[src/rtl/boel_pkg.sv]
`timescale 1ns / 1ps
`default_nettype none

package boel_pkg;

  // Field widths fixed by the interface.
  localparam int IdW    = 64;
  localparam int PayW   = 64;
  localparam int PosW   = 6;
  localparam int CountW = 7;
  localparam int OpW    = 3;
  localparam int AddrW  = 3;
  localparam int DataW  = 32;

  typedef enum logic [OpW-1:0] {
    OP_CLEAR    = 3'd0,
    OP_INSERT   = 3'd1,
    OP_DELETE   = 3'd2,
    OP_FIND     = 3'd3,
    OP_READ     = 3'd4,
    OP_TRUNCATE = 3'd5
  } boel_op_t;

  typedef enum logic [1:0] {
    ST_IDLE,
    ST_MERGE,
    ST_EMIT
  } boel_state_t;

  // Register index of the capacity register.
  localparam logic REG_MAX_EDGES = 1'b0;

  typedef struct packed {
    logic [IdW-1:0]  id;
    logic [PayW-1:0] payload;
  } boel_entry_t;

  typedef struct packed {
    logic            hit;
    logic [PosW-1:0] pos;
    boel_entry_t     entry;
  } boel_res_t;

  typedef struct packed {
    logic take_new;
    logic take_prev;
    logic take_next;
    logic capture;
    logic read_hit;
    logic find_en;
    logic merge;
  } boel_cell_ctl_t;

endpackage

`default_nettype wire

[src/rtl/boel_cell.sv]
`timescale 1ns / 1ps
`default_nettype none

module boel_cell (
  input  logic                          clk,
  input  boel_pkg::boel_cell_ctl_t      ctl,
  input  boel_pkg::boel_entry_t         new_entry,
  input  boel_pkg::boel_entry_t         prev_entry,
  input  boel_pkg::boel_entry_t         next_entry,
  input  logic [boel_pkg::IdW-1:0]      key,
  input  logic [boel_pkg::PosW-1:0]     own_pos,
  input  boel_pkg::boel_res_t           next_res,
  output boel_pkg::boel_entry_t         entry,
  output boel_pkg::boel_res_t           res
);

  logic hit;

  assign hit = ctl.read_hit | (ctl.find_en && (entry.id == key));

  // Stored edge: shifts in from either neighbor or loads the inserted edge.
  always_ff @(posedge clk) begin
    if (ctl.take_new) begin
      entry <= new_entry;
    end else if (ctl.take_prev) begin
      entry <= prev_entry;
    end else if (ctl.take_next) begin
      entry <= next_entry;
    end
  end

  // Lookup result: captured locally, then passed down toward cell zero
  // unless this cell already holds a hit.
  always_ff @(posedge clk) begin
    if (ctl.capture) begin
      res <= '{hit: hit, pos: own_pos, entry: entry};
    end else if (ctl.merge && !res.hit) begin
      res <= next_res;
    end
  end

endmodule

`default_nettype wire

[config.mk]
export PLATFORM = sky130hd
export DESIGN_NAME = boel_cell
export DESIGN_NICKNAME = d
export VERILOG_FILES = /design/src/rtl/boel_pkg.sv /design/src/rtl/boel_cell.sv
export SDC_FILE = /design/constraint.sdc
export NUM_CORES = 1
export LEC_CHECK = 0
export BUFFER_PORTS_ARGS = -buffer_cell sky130_fd_sc_hd__buf_2
export CAP_MARGIN = 20
export CORE_AREA = 2 2 335 337
export CTS_CLUSTER_DIAMETER = 60
export CTS_CLUSTER_SIZE = 30
export DETAILED_ROUTE_END_ITERATION = 10
export DIE_AREA = 0 0 337 339
export PLACE_DENSITY_LB_ADDON = 0.08
export SYNTH_ARGS = -nofsm -noshare
export SYNTH_HDL_FRONTEND = slang
export SYNTH_SLANG_ARGS = --single-unit
export TNS_END_PERCENT = 20
[constraint.sdc]
create_clock -name clk -period 3.8 [get_ports clk]
set_clock_uncertainty 0.05 [all_clocks]
set_input_delay 0.38 -clock clk [delete_from_list [all_inputs] [get_ports clk]]
set_output_delay 0.38 -clock clk [all_outputs]
set_load 0.01 [all_outputs]
==> results.cfg <==
[grt]
pin_count_of_the_biggest_net_entering_global_routing = 106
groute.layer.met3.usage_pct = 4.23
globalRouteMet2Util_pct = 23.4
grt_first_pass_wirelength_um = 98400
grt_overflow_total = 0
grt_busiest_layer = met2
initial_antenna_violation_count = 18
vias_in_the_first_global_route = 13400
grtUsageMet1_pct = 12.4
groute.usage.overall_pct = 12.3

[place]
gp_weighted_congestion = 0.769
portBuffers = 859
numPlacedInstances = 3241
dpl_cell_area_um2 = 19000
detailed_place_hpwl_um = 57700

[pwr]
seq_power_share_pct = 35.9
static-leakage-power_nw = 10.0
net-switching-power_mw = 2.97
pwr_density_cell_nw_per_um2 = 458
p_int_mw = 7.64
combinationalPowerShare_pct = 17.6
share_clk_of_total_power_pct = 46.5
ir_drop_v = 0.000308
p_sw_share_pct = 28.0
fin_total_pwr_mw = 10.6

[detailed_routing]
dr_vias = 12000
drt_pass1_iterations = 4
drc_errors = 0
antenna_left = 0
detailedRoute.firstIterationViolations = 362
avg_wl_per_cell_um = 20.4
routed_wirelength_um = 72900
vias_per_cell = 3.36

[sta]
setup_viol = 0
slew-limit-headroom_pct = 34.4
final_hold_viol_count = 0
timing_worst_slew_pin_value_ps = 973
maxClockFrequency_mhz = 462
min_period_ps = 2160
hold_ws_ps = 38.2
final_max_slew_viol_count = 0
min_period_over_period_pct = 56.9
rsz0062_at_grt = no

[clocking]
ctsResizeCount = 0
ctsHtreeMaxLevel = 2
cts.clk_slew.worst_paths_ps = 60
clockBufferDepth = 3
cts.root.buffer_cell = clkbuf_16
tritoncts = done
post-cts-setup-buffer-count = 0
cts_inserted_buffers = 54
clock_sinks = 263
skew_pair_late_insertion_delay_ps = 620

[floorplan]
floorplan.die.height_um = 339
i_o_pin_cnt = 860
floorplan.core_area_um2 = 110000
dieArea_um2 = 114000
placement_rows = 122
initial_core_util_pct = 11.6
floorplan.die.width_um = 337

[critical_path]
timing.reg2reg.worst_path_depth = 5
cp_top_family = simple AND/OR/NAND/NOR gates
worst-path-stages = 5
worst_path_largest_cell_delay_ps = 680
worst_path_max_delay_cell = nor4_1
data_required_time_at_the_worst_endpoint_ps = 4220
worst_r2r_startpoint = entry[113]
crit_chain = xnor2_1, nand4_1, nor4_1, nand3_1, o21ai_1
critPathMaxFanout = 3
worst_r2r_endpoint = res[134]
worstSetupStartpointType = flip-flop
timing.critical_path.buf_inv = 0
ff2ff_setup_slack_ps = 1640
critPathCapture = res[134]
crit_start = entry[113]
criticalPathCategory = reg2reg
cp-end-kind = flip-flop
critical_path_arrival_ps = 2580

[yosys]
synth-edff-count = 263
synth_fp_nets = 1530
yosys_register_bits = 263
netlist-cell-type-count = 20
postSynthAreaPerCell_um2 = 13.7
ys_dominant_reg_cell = edfxtp_1
synth.yosys.warnings = 0
synthesis.instances = 933
synth-async-reset-ratio_pct = 0
synth.yosys.seq_area_share_pct = 61.6
mappedNetlistArea_um2 = 12800

[cells_and_area]
syn2layout_area_growth_pct = 80.3
post_route_cells_drive_above_1_share_pct = 52.9
fin_util_pct = 21.0
layout.cells.most_common_list = buf_2 (856), edfxtp_1 (263), dlygate4sd3_1 (231)
area.sequential_um2 = 7900
layout.filler_cells = 12200
final_cell_area_um2 = 23100
total_area_of_multi_input_combinational_cells_um2 = 4650
layout_commonest_cell = buf_2
layoutNonFillerInstCount = 3579
final_net_count = 2637

[min_path]
hold_path_startpoint = new_entry[75]
hold_path.class = in2reg

[run]
maxCapViolations = 0

[status]
run_status = finished, final reports clean
==> cell families (layout without fill, tap and decap cells) <==
logic type             after synthesis  after routing  share of synthesized area (%)
buffers and inverters               61           1213                           2.30
AO/OA/AOI/OAI                      132            132                           5.22
multiplexers                       263            263                           21.8
flip-flops                         263            263                           61.6
AND/OR/NAND/NOR                    152            152                           4.86
other                                0              6                              0
XOR/XNOR                            62             62                           4.23
==> worst min-delay path: stages <==
cell and delay [ps]:
buf_2 80, nand2_1 40, o21ai_0 70
==> layer usage <==
layer  up-vias  routed length [um]  share of wire (%)
li1       5755                   -                  -
met5         -                 139               0.19
met2       522               38700                 53
met3       116                5920                8.1
met1      5599               26200                 36
met4        20                1880                2.6
==> sequential cells by signal (all words and copies together) (netlist names) <==
| register | count |
|---|---|
| res | 135 |
| entry | 128 |
==> power by group through the flow <==
| stage | registers, mW | logic (mW) | clock network [mW] |
|---|---|---|---|
| detailed placement | 3.88 | 1.74 | 0 |
| finish | 3.81 | 1.86 | 4.93 |
| global placement | 3.88 | 1.76 | 0 |
| floorplan | 3.97 | 0.529 | 0 |
| CTS | 3.83 | 1.95 | 5.15 |
| global route | 3.86 | 2.04 | 5.27 |
==> per-stage QoR <==
stage | setup WS, ps | TNS, ps
2_1_floorplan | -212 | -27160
3_3_place_gp | 1090 | 0
3_5_place_dp | 1150 | 0
4_1_cts | 1330 | 0
5_1_grt | 1350 | 0
6_report | 1640 | 0
==> synthesized netlist by cell type (3+ instances only) <==
cell type / number / area (um^2)
xor2_1: 7 / 61.3
clkbuf_1: 29 / 109
edfxtp_1: 263 / 7900
o21ai_0: 128 / 641
nor4_1: 5 / 31.3
nand2_1: 129 / 484
xnor2_1: 55 / 482
nand4_1: 13 / 81.3
buf_4: 12 / 90.1
mux2i_1: 129 / 1290
buf_2: 17 / 85.1
mux2_2: 134 / 1510
nand3_1: 3 / 15.0
inv_1: 3 / 11.3
==> worst min-delay path by stage <==
stage | slack, ps | end | depth (start not counted)
2_1_floorplan | 520 | entry[125] | 2
3_3_place_gp | 510 | res[7] | 1
3_5_place_dp | 500 | res[14] | 1
4_1_cts | 0.1 | entry[123] | 3
5_1_grt | 20 | res[108] | 2
6_report | 40 | entry[75] | 3
==> cell type report <==
type,instances,area share (%)
Tap cell,1488,8.05
Timing Repair Buffer,1109,29.7
Sequential cell,263,34.1
Clock buffer,60,6.03
Multi-Input combinational cell,609,20.1
Inverter,3,0.0487
Clock inverter,41,1.90
Antenna cell,6,0.0649
==> repair_timing <==
| item | CTS | global route |
|---|---|---|
| setup endpoints to repair | 0 | 0 |
| hold endpoints to repair | 224 | 0 |
| hold buffers | 231 | 0 |
Note: power is estimated with default switching activity, not from simulation.
